===== config.mk =====
export PLATFORM = sky130hd
export DESIGN_NAME = two_link_cost_reward_steering_flat
export DESIGN_NICKNAME = d
export VERILOG_FILES = /design/src/hw/rtl/tlcrs_pkg.sv /design/src/hw/rtl/tlcrs_if.sv /design/src/hw/rtl/two_link_cost_reward_steering.sv /design/src/hw/rtl/tlcrs_div_serial.sv /design/src/flat_wrapper.sv
export VERILOG_INCLUDE_DIRS = /design/src /design/src/hw/rtl
export SDC_FILE = /design/constraint.sdc
export NUM_CORES = 2
export LEC_CHECK = 0
export ABC_AREA = 1
export BUFFER_PORTS_ARGS = -buffer_cell sky130_fd_sc_hd__buf_4
export CAP_MARGIN = 5
export CORE_MARGIN = 2
export CORE_UTILIZATION = 40
export CTS_BUF_LIST = sky130_fd_sc_hd__clkbuf_8 sky130_fd_sc_hd__clkbuf_16
export DETAILED_ROUTE_END_ITERATION = 10
export MAX_ROUTING_LAYER = met4
export SLEW_MARGIN = 20
export SYNTH_ARGS = -nofsm -noshare
export SYNTH_HDL_FRONTEND = slang
export SYNTH_SLANG_ARGS = --single-unit
export TNS_END_PERCENT = 1

===== constraint.sdc =====
create_clock -name i_clk -period 10.2 [get_ports i_clk]
set_input_delay 1.02 -clock i_clk [delete_from_list [all_inputs] [get_ports i_clk]]
set_output_delay 1.02 -clock i_clk [all_outputs]
set_load 0.01 [all_outputs]

===== src/hw/rtl/assert_macros.svh =====
// Assertion macros used by the top level of the link steering block.
// Depends on nothing; compiled out when SYNTH is defined.
`ifndef ASSERT_MACROS_SVH
`define ASSERT_MACROS_SVH
`ifndef SYNTH
`define TLCRS_ASSERT_IMP(lbl, clk, rst_n, ante, cons) \
    lbl: assert property (@(posedge clk) disable iff (!rst_n) (ante) |-> (cons)) \
        else $error("implication check failed");
`define TLCRS_ASSERT_NXT(lbl, clk, rst_n, ante, cons) \
    lbl: assert property (@(posedge clk) disable iff (!rst_n) (ante) |=> (cons)) \
        else $error("next-cycle check failed");
`else
`define TLCRS_ASSERT_IMP(lbl, clk, rst_n, ante, cons)
`define TLCRS_ASSERT_NXT(lbl, clk, rst_n, ante, cons)
`endif
`endif


===== src/hw/rtl/tlcrs_pkg.sv =====
// Package of the link steering block: field widths, register map, shared types.
// Used by the channel interfaces, the serial divider and the top level.
package tlcrs_pkg;

    localparam int FT_W       = 57;
    localparam int NOW_W      = 40;
    localparam int RATE_W     = 17;
    localparam int QUEUE_W    = 24;
    localparam int RTT_W      = 10;
    localparam int ALPHA_W    = 10;
    localparam int ALPHA_FRAC = 8;
    localparam int PKT_W      = 16;
    localparam int SUM_W      = 25;
    localparam int DEN_W      = 24;
    localparam int WHOLE_W    = 41;
    localparam int PROD_W     = 67;
    localparam int DATA_W     = 32;
    localparam int ADDR_W     = 4;

    localparam logic [6:0] RATE_MULT = 7'd125;
    localparam logic [FT_W-1:0] FT_MAX = '1;

    localparam logic [1:0] REG_ALPHA = 2'd0;
    localparam logic [1:0] REG_HRTT  = 2'd1;
    localparam logic [1:0] REG_LRTT  = 2'd2;
    localparam logic [1:0] REG_PKT   = 2'd3;

    localparam logic [ALPHA_W-1:0] ALPHA_RST = 10'd192;
    localparam logic [RTT_W-1:0]   RTT_RST   = 10'd5;
    localparam logic [PKT_W-1:0]   PKT_RST   = 16'd1400;

    typedef struct packed {
        logic start;
        logic step;
    } t_div_ctl;

    function automatic logic [FT_W-1:0] sat_add(input logic [FT_W-1:0] a,
                                                input logic [FT_W-1:0] b);
        logic [FT_W:0] s;
        s = {1'b0, a} + {1'b0, b};
        return s[FT_W] ? FT_MAX : s[FT_W-1:0];
    endfunction

endpackage


===== src/hw/rtl/tlcrs_if.sv =====
// Valid/ready channel interfaces for the link steering block: input and result.
// Depends on tlcrs_pkg for field widths.
interface tlcrs_in_if;
    logic                              valid;
    logic                              ready;
    logic [tlcrs_pkg::NOW_W-1:0]       now_ms;
    logic [tlcrs_pkg::RATE_W-1:0]      hbc_rate_mbps;
    logic [tlcrs_pkg::QUEUE_W-1:0]     hbc_queue_bytes;
    logic [tlcrs_pkg::RATE_W-1:0]      llc_rate_mbps;
    logic [tlcrs_pkg::QUEUE_W-1:0]     llc_queue_bytes;
    logic                              links_known;

    modport source (output valid, now_ms, hbc_rate_mbps, hbc_queue_bytes,
                    llc_rate_mbps, llc_queue_bytes, links_known, input ready);
    modport sink   (input valid, now_ms, hbc_rate_mbps, hbc_queue_bytes,
                    llc_rate_mbps, llc_queue_bytes, links_known, output ready);
endinterface

interface tlcrs_out_if;
    logic                          valid;
    logic                          ready;
    logic                          chosen_link;
    logic [tlcrs_pkg::FT_W-1:0]    finish_time;
    logic                          delay_saturated;

    modport source (output valid, chosen_link, finish_time, delay_saturated,
                    input ready);
    modport sink   (input valid, chosen_link, finish_time, delay_saturated,
                    output ready);
endinterface


===== src/hw/rtl/two_link_cost_reward_steering.sv =====
// Top level of the two-link cost/reward steering block.
// Depends on tlcrs_pkg, tlcrs_if, tlcrs_div_serial and assert_macros.svh.
//
// Usage:
//   i_in carries one packet's metrics per transfer; o_out returns one decision
//   per transfer (chosen link, stored finish time, saturation flag). The APB
//   port holds alpha_q8, both link RTTs and the packet size at byte addresses
//   0, 4, 8 and 12; pready is always high and reads return the register.
//   With both links known an item passes through the two bit-serial dividers
//   working side by side, a step that forms the finish times, the shift-add
//   alpha multiplier and a decision step. A new item is taken only once the
//   previous one has left the decision step. An item with links unknown skips
//   the dividers and the multiplier and goes straight to the decision step.
//   The result register frees the input side: a new item is taken while an
//   earlier result waits; if the receiver stalls, the decision cycle holds
//   until the result register empties and the stored finish time is updated
//   only when the result is loaded.
//   Reset clears the stored finish time, loads the register defaults and
//   empties the result register.
`include "assert_macros.svh"
module two_link_cost_reward_steering #(
    parameter int FRAC_BITS = 16
) (
    input  logic                              i_clk,
    input  logic                              i_rst_n,
    tlcrs_in_if.sink                          i_in,
    tlcrs_out_if.source                       o_out,
    input  logic                              psel,
    input  logic                              penable,
    input  logic                              pwrite,
    input  logic [tlcrs_pkg::ADDR_W-1:0]      paddr,
    input  logic [tlcrs_pkg::DATA_W-1:0]      pwdata,
    output logic [tlcrs_pkg::DATA_W-1:0]      prdata,
    output logic                              pready
);

    localparam int NUM_W  = tlcrs_pkg::SUM_W + FRAC_BITS;
    localparam int CNT_W  = $clog2(NUM_W);
    localparam int FIX_SH = tlcrs_pkg::FT_W - FRAC_BITS;
    localparam int FT_W   = tlcrs_pkg::FT_W;
    localparam int PROD_W = tlcrs_pkg::PROD_W;

    localparam logic [2:0] S_IDLE = 3'd0;
    localparam logic [2:0] S_DIV  = 3'd1;
    localparam logic [2:0] S_FIN  = 3'd2;
    localparam logic [2:0] S_MUL  = 3'd3;
    localparam logic [2:0] S_DEC  = 3'd4;

    function automatic logic [FT_W-1:0] to_fixed(
        input logic [tlcrs_pkg::WHOLE_W-1:0] whole);
        logic [FT_W-1:0] ext;
        ext = FT_W'(whole);
        if ((ext >> FIX_SH) != '0) return tlcrs_pkg::FT_MAX;
        return ext << FRAC_BITS;
    endfunction

    logic [2:0]                       r_state, n_state;
    logic [CNT_W-1:0]                 r_cnt, n_cnt;
    logic [tlcrs_pkg::ALPHA_W-1:0]    r_alpha;
    logic [tlcrs_pkg::RTT_W-1:0]      r_hrtt;
    logic [tlcrs_pkg::RTT_W-1:0]      r_lrtt;
    logic [tlcrs_pkg::PKT_W-1:0]      r_pkt;
    logic [FT_W-1:0]                  r_prev, n_prev;
    logic                             r_out_valid;
    logic                             r_out_link;
    logic [FT_W-1:0]                  r_out_ft;
    logic                             r_out_sat;
    logic                             r_known;
    logic                             r_sat_h;
    logic                             r_sat_l;
    logic [FT_W-1:0]                  r_base_h;
    logic [FT_W-1:0]                  r_base_l;
    logic [FT_W-1:0]                  r_c_hbc;
    logic [FT_W-1:0]                  r_c_llc;
    logic [FT_W-1:0]                  r_m;
    logic [FT_W-1:0]                  r_diff;
    logic                             r_hgt;
    logic [PROD_W-1:0]                r_prod;
    logic [PROD_W-1:0]                r_mcand;
    logic [tlcrs_pkg::ALPHA_W-1:0]    r_alpha_sh;

    logic                             in_acc;
    logic                             cfg_wr;
    logic                             slot_free;
    logic                             dec_fire;
    logic                             choice;
    logic [FT_W-1:0]                  pick;
    logic [tlcrs_pkg::SUM_W-1:0]      sum_h, sum_l;
    logic [tlcrs_pkg::DEN_W-1:0]      den_h, den_l;
    logic [NUM_W-1:0]                 quo_h, quo_l;
    logic [FT_W-1:0]                  hdel, ldel;
    tlcrs_pkg::t_div_ctl              div_ctl;

    assign pready      = 1'b1;
    assign cfg_wr      = psel && penable && pwrite;
    assign i_in.ready  = i_rst_n && (r_state == S_IDLE);
    assign in_acc      = i_in.valid && i_in.ready;
    assign slot_free   = !r_out_valid || o_out.ready;
    assign dec_fire    = (r_state == S_DEC) && slot_free;

    assign sum_h = tlcrs_pkg::SUM_W'(r_pkt) + tlcrs_pkg::SUM_W'(i_in.hbc_queue_bytes);
    assign sum_l = tlcrs_pkg::SUM_W'(r_pkt) + tlcrs_pkg::SUM_W'(i_in.llc_queue_bytes);
    assign den_h = tlcrs_pkg::DEN_W'(i_in.hbc_rate_mbps)
                 * tlcrs_pkg::DEN_W'(tlcrs_pkg::RATE_MULT);
    assign den_l = tlcrs_pkg::DEN_W'(i_in.llc_rate_mbps)
                 * tlcrs_pkg::DEN_W'(tlcrs_pkg::RATE_MULT);

    assign div_ctl.start = in_acc;
    assign div_ctl.step  = (r_state == S_DIV);

    tlcrs_div_serial #(.NUM_W(NUM_W)) u_div_hbc (
        .i_clk (i_clk),
        .i_ctl (div_ctl),
        .i_num ({sum_h, {FRAC_BITS{1'b0}}}),
        .i_den (den_h),
        .o_quo (quo_h)
    );

    tlcrs_div_serial #(.NUM_W(NUM_W)) u_div_llc (
        .i_clk (i_clk),
        .i_ctl (div_ctl),
        .i_num ({sum_l, {FRAC_BITS{1'b0}}}),
        .i_den (den_l),
        .o_quo (quo_l)
    );

    assign hdel = r_sat_h ? tlcrs_pkg::FT_MAX : FT_W'(quo_h);
    assign ldel = r_sat_l ? tlcrs_pkg::FT_MAX : FT_W'(quo_l);

    assign choice = r_known && r_hgt
                 && (PROD_W'({r_diff, {tlcrs_pkg::ALPHA_FRAC{1'b0}}}) > r_prod);
    assign pick   = choice ? r_c_llc : r_c_hbc;
    assign n_prev = (r_known && (pick > r_prev)) ? pick : r_prev;

    always_comb begin
        n_state = r_state;
        n_cnt   = r_cnt;
        unique case (r_state)
            S_IDLE: begin
                n_cnt = '0;
                if (in_acc) n_state = i_in.links_known ? S_DIV : S_DEC;
            end
            S_DIV: begin
                n_cnt = r_cnt + 1'b1;
                if (r_cnt == CNT_W'(NUM_W - 1)) n_state = S_FIN;
            end
            S_FIN: begin
                n_cnt   = '0;
                n_state = S_MUL;
            end
            S_MUL: begin
                n_cnt = r_cnt + 1'b1;
                if (r_cnt == CNT_W'(tlcrs_pkg::ALPHA_W - 1)) n_state = S_DEC;
            end
            S_DEC: begin
                if (slot_free) n_state = S_IDLE;
            end
            default: n_state = S_IDLE;
        endcase
    end

    always_ff @(posedge i_clk) begin
        if (!i_rst_n) begin
            r_state     <= S_IDLE;
            r_cnt       <= '0;
            r_out_valid <= 1'b0;
            r_prev      <= '0;
            r_alpha     <= tlcrs_pkg::ALPHA_RST;
            r_hrtt      <= tlcrs_pkg::RTT_RST;
            r_lrtt      <= tlcrs_pkg::RTT_RST;
            r_pkt       <= tlcrs_pkg::PKT_RST;
        end else begin
            r_state <= n_state;
            r_cnt   <= n_cnt;
            if (dec_fire) begin
                r_out_valid <= 1'b1;
                r_prev      <= n_prev;
            end else if (o_out.ready) begin
                r_out_valid <= 1'b0;
            end
            if (cfg_wr) begin
                unique case (paddr[3:2])
                    tlcrs_pkg::REG_ALPHA: r_alpha <= pwdata[tlcrs_pkg::ALPHA_W-1:0];
                    tlcrs_pkg::REG_HRTT:  r_hrtt  <= pwdata[tlcrs_pkg::RTT_W-1:0];
                    tlcrs_pkg::REG_LRTT:  r_lrtt  <= pwdata[tlcrs_pkg::RTT_W-1:0];
                    tlcrs_pkg::REG_PKT:   r_pkt   <= pwdata[tlcrs_pkg::PKT_W-1:0];
                    default: ;
                endcase
            end
        end
    end

    always_ff @(posedge i_clk) begin
        if (in_acc) begin
            r_known  <= i_in.links_known;
            r_sat_h  <= (i_in.hbc_rate_mbps == '0);
            r_sat_l  <= (i_in.llc_rate_mbps == '0);
            r_base_h <= to_fixed(tlcrs_pkg::WHOLE_W'(i_in.now_ms)
                                 + tlcrs_pkg::WHOLE_W'(r_hrtt));
            r_base_l <= to_fixed(tlcrs_pkg::WHOLE_W'(i_in.now_ms)
                                 + tlcrs_pkg::WHOLE_W'(r_lrtt));
        end
        if (r_state == S_FIN) begin
            r_c_hbc    <= tlcrs_pkg::sat_add(r_base_h, hdel);
            r_c_llc    <= tlcrs_pkg::sat_add(r_base_l, ldel);
            r_mcand    <= PROD_W'(ldel);
            r_alpha_sh <= r_alpha;
            r_prod     <= '0;
        end
        if (r_state == S_MUL) begin
            if (r_alpha_sh[0]) r_prod <= r_prod + r_mcand;
            r_mcand    <= r_mcand << 1;
            r_alpha_sh <= r_alpha_sh >> 1;
            r_m        <= (r_prev > r_c_llc) ? r_prev : r_c_llc;
            r_hgt      <= r_c_hbc > r_m;
            r_diff     <= r_c_hbc - r_m;
        end
        if (dec_fire) begin
            r_out_link <= choice;
            r_out_ft   <= n_prev;
            r_out_sat  <= r_known && (r_sat_h || r_sat_l);
        end
    end

    always_comb begin
        prdata = '0;
        unique case (paddr[3:2])
            tlcrs_pkg::REG_ALPHA: prdata = tlcrs_pkg::DATA_W'(r_alpha);
            tlcrs_pkg::REG_HRTT:  prdata = tlcrs_pkg::DATA_W'(r_hrtt);
            tlcrs_pkg::REG_LRTT:  prdata = tlcrs_pkg::DATA_W'(r_lrtt);
            tlcrs_pkg::REG_PKT:   prdata = tlcrs_pkg::DATA_W'(r_pkt);
            default:              prdata = '0;
        endcase
    end

    assign o_out.valid           = r_out_valid;
    assign o_out.chosen_link     = r_out_link;
    assign o_out.finish_time     = r_out_ft;
    assign o_out.delay_saturated = r_out_sat;

    `TLCRS_ASSERT_NXT(a_prev_monotonic, i_clk, i_rst_n, 1'b1, r_prev >= $past(r_prev))
    `TLCRS_ASSERT_NXT(a_unknown_keeps_prev, i_clk, i_rst_n, dec_fire && !r_known, r_prev == $past(r_prev))
    `TLCRS_ASSERT_IMP(a_result_from_decision, i_clk, i_rst_n, $rose(r_out_valid), $past(r_state) == S_DEC)

endmodule


===== src/hw/rtl/tlcrs_div_serial.sv =====
// Restoring divider, one quotient bit per cycle while step is held, shifted into the dividend register.
// Depends on tlcrs_pkg for the divisor width and the control struct.
module tlcrs_div_serial #(
    parameter int NUM_W = 41
) (
    input  logic                          i_clk,
    input  tlcrs_pkg::t_div_ctl           i_ctl,
    input  logic [NUM_W-1:0]              i_num,
    input  logic [tlcrs_pkg::DEN_W-1:0]   i_den,
    output logic [NUM_W-1:0]              o_quo
);

    logic [NUM_W-1:0]              r_acc;
    logic [tlcrs_pkg::DEN_W-1:0]   r_rem;
    logic [tlcrs_pkg::DEN_W-1:0]   r_den;
    logic [tlcrs_pkg::DEN_W:0]     part;
    logic [tlcrs_pkg::DEN_W:0]     diff;
    logic                          ge;

    assign part = {r_rem, r_acc[NUM_W-1]};
    assign diff = part - {1'b0, r_den};
    assign ge   = part >= {1'b0, r_den};

    always_ff @(posedge i_clk) begin
        if (i_ctl.start) begin
            r_acc <= i_num;
            r_rem <= '0;
            r_den <= i_den;
        end else if (i_ctl.step) begin
            r_acc <= {r_acc[NUM_W-2:0], ge};
            r_rem <= ge ? diff[tlcrs_pkg::DEN_W-1:0] : part[tlcrs_pkg::DEN_W-1:0];
        end
    end

    assign o_quo = r_acc;

endmodule


===== src/flat_wrapper.sv =====
// flat-port wrapper written by rule: the top's interface ports become plain ports
module two_link_cost_reward_steering_flat 
#(
    parameter int FRAC_BITS = 16
)
  (i_clk, i_rst_n, psel, penable, pwrite, paddr, pwdata, prdata, pready, i_in_valid, i_in_now_ms, i_in_hbc_rate_mbps, i_in_hbc_queue_bytes, i_in_llc_rate_mbps, i_in_llc_queue_bytes, i_in_links_known, i_in_ready, o_out_valid, o_out_chosen_link, o_out_finish_time, o_out_delay_saturated, o_out_ready);
  tlcrs_in_if i_in_i ();
  tlcrs_out_if o_out_i ();
  input  logic i_clk;
  input  logic i_rst_n;
  input  logic psel;
  input  logic penable;
  input  logic pwrite;
  input  logic [tlcrs_pkg::ADDR_W-1:0] paddr;
  input  logic [tlcrs_pkg::DATA_W-1:0] pwdata;
  output logic [tlcrs_pkg::DATA_W-1:0] prdata;
  output logic pready;
  input wire logic [$bits(i_in_i.valid)-1:0] i_in_valid;
  input wire logic [$bits(i_in_i.now_ms)-1:0] i_in_now_ms;
  input wire logic [$bits(i_in_i.hbc_rate_mbps)-1:0] i_in_hbc_rate_mbps;
  input wire logic [$bits(i_in_i.hbc_queue_bytes)-1:0] i_in_hbc_queue_bytes;
  input wire logic [$bits(i_in_i.llc_rate_mbps)-1:0] i_in_llc_rate_mbps;
  input wire logic [$bits(i_in_i.llc_queue_bytes)-1:0] i_in_llc_queue_bytes;
  input wire logic [$bits(i_in_i.links_known)-1:0] i_in_links_known;
  output wire logic [$bits(i_in_i.ready)-1:0] i_in_ready;
  output wire logic [$bits(o_out_i.valid)-1:0] o_out_valid;
  output wire logic [$bits(o_out_i.chosen_link)-1:0] o_out_chosen_link;
  output wire logic [$bits(o_out_i.finish_time)-1:0] o_out_finish_time;
  output wire logic [$bits(o_out_i.delay_saturated)-1:0] o_out_delay_saturated;
  input wire logic [$bits(o_out_i.ready)-1:0] o_out_ready;
  assign i_in_i.valid = i_in_valid;
  assign i_in_i.now_ms = i_in_now_ms;
  assign i_in_i.hbc_rate_mbps = i_in_hbc_rate_mbps;
  assign i_in_i.hbc_queue_bytes = i_in_hbc_queue_bytes;
  assign i_in_i.llc_rate_mbps = i_in_llc_rate_mbps;
  assign i_in_i.llc_queue_bytes = i_in_llc_queue_bytes;
  assign i_in_i.links_known = i_in_links_known;
  assign i_in_ready = i_in_i.ready;
  assign o_out_valid = o_out_i.valid;
  assign o_out_chosen_link = o_out_i.chosen_link;
  assign o_out_finish_time = o_out_i.finish_time;
  assign o_out_delay_saturated = o_out_i.delay_saturated;
  assign o_out_i.ready = o_out_ready;
  two_link_cost_reward_steering #(.FRAC_BITS(FRAC_BITS)) u_core (.i_clk(i_clk), .i_rst_n(i_rst_n), .i_in(i_in_i), .o_out(o_out_i), .psel(psel), .penable(penable), .pwrite(pwrite), .paddr(paddr), .pwdata(pwdata), .prdata(prdata), .pready(pready));
endmodule

Word-level counts from Yosys, hierarchy flattened
Index checks and enable logic that the tools add are counted.
W data, S select, Z words.
{ "totals": {"ff_bits": 808, "out_inout_bits": 94, "word_cells": 124} }
{ "op_classes": {"eq_ne": 13, "addsub": 11, "multipliers": 2, "order_cmp": 6, "muxes": 31, "n_reduce_logical": 27} }
{ "ops": {"columns": ["op", "count"], "rows": [
  ["$mux W57", 7],
  ["$mux W67", 5],
  ["$gt A57 B57 Y1", 3],
  ["$mux W41", 4],
  ["$pmux W32 S4", 1],
  ["$add A57 B57 Y58", 2],
  ["$add A40 B10 Y41", 2],
  ["$add A67 B67 Y67", 1],
  ["$gt A65 B67 Y1", 1],
  ["$sub A57 B57 Y57", 1],
  ["$add A16 B24 Y25", 2],
  ["$ge A25 B24 Y1", 2],
  ["$mul A17 B7 Y24 const B", 2],
  ["$mux W24", 2],
  ["$sub A24 B24 Y24", 2],
  ["$logic_not A17 Y1", 2],
  ["$mux W9", 2],
  ["$mux W3", 5],
  ["$pmux W3 S5", 1],
  ["$pmux W6 S2", 1],
  ["$logic_and A1 B1 Y1", 9],
  ["$reduce_and A2 Y1", 4],
  ["$reduce_bool A2 Y1", 4],
  ["$add A6 B1 Y6 const B", 1],
  ["other kinds (16)", 24]
]} }

Longest topological paths before layout
{ "depth": {"word_depth": 6, "depth_mapped": 34, "ltp_nobuf": 31} }

Cells and area by module
A second synthesis with hierarchy kept.
{ "hier_totals": {"hier_cells": 8644, "hier_area_um2": 64555.7} }
{ "by_module_without_submodules": {"columns": ["mod", "area_each_um2", "cells_per_inst", "n_inst", "seq_area_each_um2"], "rows": [
  ["two_link_cost_reward_steering", 53448.8, 7106, 1, 17096.4],
  ["tlcrs_div_serial at u_core.u_div_hbc", 5560.3, 780, 1, 2432.3],
  ["tlcrs_div_serial at u_core.u_div_llc", 5546.6, 758, 1, 2432.3]
]} }

Worst setup path before layout
No wires, ideal clock.
{ "synth_timing": {"kind": "input-to-reg", "start": "in i_rst_n", "end": "reg u_core.r_base_h[16] (enable)", "required_time_ps": 9651, "path_buffers": 2, "arrival_time_ps": 5550, "stages": 6, "setup_slack_ps": 4100, "path_cell_list": "inv_2 -> nor2_1 -> nand2_1 -> inv_1 -> buf_2 -> buf_1"} }
{ "synth_between": {"elab_chain_cells": 2} }
{ "synth_rtl": {"columns": ["item", "line", "rtl"], "rows": [
  ["start, declared", "flat_wrapper.sv:10", "input logic i_rst_n;"],
  ["$logic_and A1 B1 Y1", "two_link_cost_reward_steering.sv:96", "assign i_in.ready = i_rst_n && (r_state == S_IDLE);"],
  ["via i_in_ready", "flat_wrapper.sv:25", "output wire logic [$bits(i_in_i.ready)-1:0] i_in_ready;"],
  ["$logic_and A1 B1 Y1", "two_link_cost_reward_steering.sv:97", "assign in_acc = i_in.valid && i_in.ready;"],
  ["via u_core.in_acc", "two_link_cost_reward_steering.sv:82", "logic in_acc;"],
  ["end signal, assigned", "two_link_cost_reward_steering.sv:198", "r_base_h <= to_fixed(tlcrs_pkg::WHOLE_W'(i_in.now_ms)"],
  ["end, declared", "two_link_cost_reward_steering.sv:71", "logic [FT_W-1:0] r_base_h;"]
]} }
The timed path passes the listed nets, and every way through them passes these cells.
A chain may end at the register's enable or synchronous reset.

Final worst setup path
{ "layout_timing": {"start": "reg u_core.r_prod[64]", "end": "reg u_core.r_out_ft[51] (netlist: u_core.o_out.finish_time[51]) (data pin)"} }
{ "layout_between": {"elab_chain_cells": 6} }
{ "layout_rtl": {"columns": ["item", "line", "rtl"], "rows": [
  ["start, declared", "two_link_cost_reward_steering.sv:78", "logic [PROD_W-1:0] r_prod;"],
  ["start signal, assigned", "two_link_cost_reward_steering.sv:211", "if (r_alpha_sh[0]) r_prod <= r_prod + r_mcand;"],
  ["$gt A65 B67 Y1 *", "two_link_cost_reward_steering.sv:131", "&& (PROD_W'({r_diff, {tlcrs_pkg::ALPHA_FRAC{1'b0}}}) > r_prod);"],
  ["$logic_and A1 B1 Y1 *", "two_link_cost_reward_steering.sv:131", null],
  ["$mux W57 *", "two_link_cost_reward_steering.sv:132", "assign pick = choice ? r_c_llc : r_c_hbc;"],
  ["$gt A57 B57 Y1", "two_link_cost_reward_steering.sv:133", "assign n_prev = (r_known && (pick > r_prev)) ? pick : r_prev;"],
  ["$logic_and A1 B1 Y1", "two_link_cost_reward_steering.sv:133", null],
  ["$mux W57 *", "two_link_cost_reward_steering.sv:133", null],
  ["via u_core.n_prev[51]", "two_link_cost_reward_steering.sv:63", "logic [FT_W-1:0] r_prev, n_prev;"],
  ["end signal, assigned", "two_link_cost_reward_steering.sv:220", "r_out_ft <= n_prev;"],
  ["end, declared", "two_link_cost_reward_steering.sv:66", "logic [FT_W-1:0] r_out_ft;"]
]} }
Mark *: on every way through the listed nets, which the timed path passes. The rest lies on a longest branch.

==> results.yml <==
run_status:
  run_status: "finished clean"
clocking:
  clk_transition_reported_paths_ns: 0.06
  number_of_cells_upsized_or_downsized_after_cts: 0
  clockBufferDepth: 3
  cts-hold-fix-buffers: 0
  cts_tree: "built"
  cts_root_buf: "sky130_fd_sc_hd__clkbuf_16"
  cts_buffers: 98
  clock_sink_count: 808
  postCtsSetupBuffers: 0
  ctsHtreeMaxLevel: 3
  worstSkewPairLatency_ns: 0.76
sta:
  setup_repair_after_global_routing_missed_its_margin: "false"
  timing.final.crit_period_ns: 7.058
  timing_hold_violations_final: 0
  finClkSkew_ns: 0.05256
  setup-tns-final_ns: 0
  final_critical_path_setup_slack_ns: 3.142
  final-setup-viol-count: 0
  max_slew_headroom_at_the_worst_pin_pct: 29.11
  tightestPinTransition_ns: 1.061
  finalCritPeriodShare_pct: 69.20
  report.final.slew_viol_count: 0
  clock.fmax_ghz: 0.1417
route:
  detail_route.wirelength_um: 221900
  router_iterations_before_antenna_repair: 8
  via_count: 56130
  vias_per_cell: 5.324
  drc_errors: 0
  postRouteAntennaNets: 0
  detail_route.iter0.violations: 4725
  detail_route.wl_per_cell_um: 21.04
setup_path:
  worst-endpoint-required_ns: 10.67
  worst_ep_arrival_time_ns: 7.53
  rrSetupSlack_ns: 3.14
  max_stage_delay_ns: 0.64
  critical_path.most_common_cell: "sky130_fd_sc_hd__nand2_1"
  path_class: "flop to flop"
  worstReg2RegStart: "u_core.r_prod[64]$_DFF_P_"
  endpoint_kind: "flop"
  critical_path_peak_fanout: 58
  reg2reg_depth: 29
  timing.rr.end: "u_core.o_out.finish_time[51]$_DFFE_PP_"
  cpMaxStageDelayCell: "sky130_fd_sc_hd__nand2_2"
  critical_path.startpoint_type: "flop"
grt:
  grt_antenna_before_repair: 10
  grt_pass1_vias: 54010
  wire_length_of_the_first_global_routing_pass_um: 332200
  grt_util_all_layers_pct: 28.32
  grt.overflow.total: 0
  largest_net_degree_at_the_start_of_global_routing: 148
floorplan:
  boundaryPins: 260
  die_height_um: 399.5
  initial_utilization_pct: 40.14
  die_x_um: 399.5
  floorplan.core_area_um2: 155800
  die_area_um2: 159600
  placementRows: 145
placement:
  placedInstanceArea_um2: 66300
  dpl.hpwl_um: 179100
  dp.cells: 10350
  gp_routability_congestion: 1.028
  placement.setup.worst_slack_ns: 3.298
  port_buffers: 224
min_path:
  worst_hold_path.endpoint: "u_core.u_div_hbc.o_quo[15]$_SDFFE_PP0P_"
  min_path_cells: 2
  min_from: "u_core.u_div_hbc.o_quo[15]$_SDFFE_PP0P_"
  min_path_type: "flop to flop"
logic_synthesis:
  synth-seq-area-share_pct: 34.59
  synth_instances: 8205
  synth.top_cells.by_count: "sky130_fd_sc_hd__nand2_1 (1,799), sky130_fd_sc_hd__inv_1 (1,303), sky130_fd_sc_hd__nor2_1 (720)"
  mappedNetlistArea_um2: 62550
  post-synth-top-count-cell: "sky130_fd_sc_hd__nand2_1"
  synth-main-ff-cell: "sky130_fd_sc_hd__edfxtp_1"
  synthesis.yosys.warnings: 0
  number_of_synthesized_flops_with_an_enable_pin: 546
  synthesis.area_per_instance_um2: 7.624
  ys_top_cells_by_area: "sky130_fd_sc_hd__edfxtp_1 (26%), sky130_fd_sc_hd__ha_1 (12%), sky130_fd_sc_hd__nand2_1 (11%)"
  synth_compound_area_share_pct: 13.56
  asyncSetResetFlopFracSynth_pct: 0
  synth_top_cell_by_area: "sky130_fd_sc_hd__edfxtp_1"
  simple_gate_fraction_of_synth_area_pct: 22.64
  synthDistinctLibCells: 62
  yosysTopAreaCellShare_pct: 26.21
  synth_adder_area_share_pct: 16.13
  yosys.area_share.xor_xnor_pct: 3.710
  ys_ff_latch: 808
  synth_top_family_by_area: "simple AND/OR/NAND/NOR gates"
  synthMuxAreaShare_pct: 0
cells_and_area:
  layout.cells.non_filler: 10540
  fraction_of_layout_instances_using_a_drive_strength_above_1_pct: 6.052
  postLayoutCellArea_um2: 69740
  multi_input_area_um2: 35220
  nFillCells: 15860
  flow.area_growth_from_synthesis_pct: 11.48
  finalNetCount: 9290
  regArea_um2: 21640
flow_run:
  maxCapViolations: 0
power_and_ir_drop:
  cellLeakagePower_nw: 31.86
  overall_power_after_layout_mw: 18.42
  vdd.ir_drop.worst_v: 0.0001414
  power.density_nw_per_um2: 264.1
-- sequential cells by signal, indices dropped and copies added, names as in the netlist, 6 cells and up --
signal	flops
u_core.r_mcand	67
u_core.r_alpha_sh	10
u_core.r_prev	57
u_core.r_c_llc	57
u_core.r_m	57
u_core.u_div_llc.r_den	24
u_core.u_div_hbc.r_rem	24
u_core.r_prod	67
u_core.u_div_hbc.o_quo	41
u_core.u_div_llc.r_rem	24
u_core.o_out.finish_time	57
u_core.r_hrtt	10
u_core.r_c_hbc	57
u_core.r_base_l	41
u_core.u_div_llc.o_quo	41
u_core.r_diff	57
u_core.u_div_hbc.r_den	24
u_core.r_pkt	16
u_core.r_cnt	6
u_core.r_lrtt	10
u_core.r_base_h	41
u_core.r_alpha	10
-- per-layer routing --
layer | vias to the layer above | share of wire [%] | GRT usage (%)
met3 | 345 | 4.9 | 3.372
met2 | 1488 | 48 | 47.45
met1 | 26630 | 43 | 35.37
li1 | 27670 | - | -
met4 | 0 | 3.6 | 9.506
met5 | - | 0 | -
-- worst max path at each step --
stage / endpoint / depth (start not counted) / start / slack, ns
floorplan: u_core.r_base_h[16]$_DFFE_PP_ / 6 / i_rst_n / 4.10
global placement: u_core.o_out.finish_time[55]$_DFFE_PP_ / 29 / u_core.r_prod[64]$_DFF_P_ / 3.36
detailed placement: u_core.o_out.finish_time[55]$_DFFE_PP_ / 29 / u_core.r_prod[64]$_DFF_P_ / 3.30
CTS: u_core.o_out.finish_time[52]$_DFFE_PP_ / 29 / u_core.r_prod[64]$_DFF_P_ / 3.26
global route: u_core.r_prev[47]$_SDFFE_PN0P_ / 31 / u_core.r_prod[10]$_DFF_P_ / 2.69
finish: u_core.o_out.finish_time[51]$_DFFE_PP_ / 29 / u_core.r_prod[64]$_DFF_P_ / 3.14
-- report_power, final --
| group | total [mW] | switching (mW) | internal (mW) |
|---|---|---|---|
| Sequential | 5.07 | 0.492 | 4.58 |
| Combinational | 9.66 | 6.59 | 3.06 |
| Clock | 3.70 | 1.56 | 2.14 |
| Total | 18.4 | 8.64 | 9.78 |
-- critical path: cells and delay by family (launching register included) --
family | cells | cell delay (ns)
AND/OR/NAND/NOR | 14 | 2.24
adder cells (fa/ha/maj) | 2 | 0.61
flip-flops | 1 | 0.38
buffers and inverters | 9 | 2.13
AO/OA/AOI/OAI | 4 | 1.16
-- layout by cell type, fill, tap and decap left out, types with 25 or more instances in the layout --
| cell | count |
|---|---|
| sky130_fd_sc_hd__a21o_1 | 47 |
| sky130_fd_sc_hd__a21oi_1 | 598 |
| sky130_fd_sc_hd__a22o_1 | 25 |
| sky130_fd_sc_hd__a22oi_1 | 35 |
| sky130_fd_sc_hd__a31oi_1 | 54 |
| sky130_fd_sc_hd__buf_4 | 254 |
| sky130_fd_sc_hd__clkbuf_16 | 99 |
| sky130_fd_sc_hd__dfxtp_1 | 262 |
| sky130_fd_sc_hd__edfxtp_1 | 546 |
| sky130_fd_sc_hd__fa_1 | 126 |
| sky130_fd_sc_hd__ha_1 | 605 |
| sky130_fd_sc_hd__inv_1 | 1313 |
| sky130_fd_sc_hd__nand2_1 | 1795 |
| sky130_fd_sc_hd__nand3_1 | 506 |
| sky130_fd_sc_hd__nand4_1 | 108 |
| sky130_fd_sc_hd__nor2_1 | 715 |
| sky130_fd_sc_hd__nor3_1 | 97 |
| sky130_fd_sc_hd__nor4_1 | 47 |
| sky130_fd_sc_hd__o211ai_1 | 34 |
| sky130_fd_sc_hd__o21ai_0 | 534 |
| sky130_fd_sc_hd__o21bai_1 | 55 |
| sky130_fd_sc_hd__or2_2 | 33 |
| sky130_fd_sc_hd__xnor2_1 | 84 |
| sky130_fd_sc_hd__xor2_1 | 181 |
-- metrics by stage --
step / utilization (%) / hold slack, ns
2_1_floorplan: - / 0.4337
3_3_place_gp: 42.55 / 0.4487
3_5_place_dp: 42.55 / 0.4520
4_1_cts: 44.72 / 0.4464
5_1_grt: 44.74 / 0.4716
6_report: 44.75 / 0.4728
-- cell families (layout without fill, tap and decap cells) --
family,after synthesis,after routing
adder cells (fa/ha/maj),731,731
flip-flops,808,808
AO/OA/AOI/OAI,1515,1515
XOR/XNOR,265,265
AND/OR/NAND/NOR,3383,3383
other,2,27
buffers and inverters,1501,1757
-- area by class of cell --
class                   count  share of cell area (%)
diodes                     10                 0.03588
clock buffers             106                   3.690
clock inverters            77                   1.157
inverters                1318                   7.101
multi-input cells        5911                   50.50
flip-flops and latches    808                   31.03
well taps                2058                   3.692
repair buffers            256                   2.792
(Power assumes the default switching activity.)
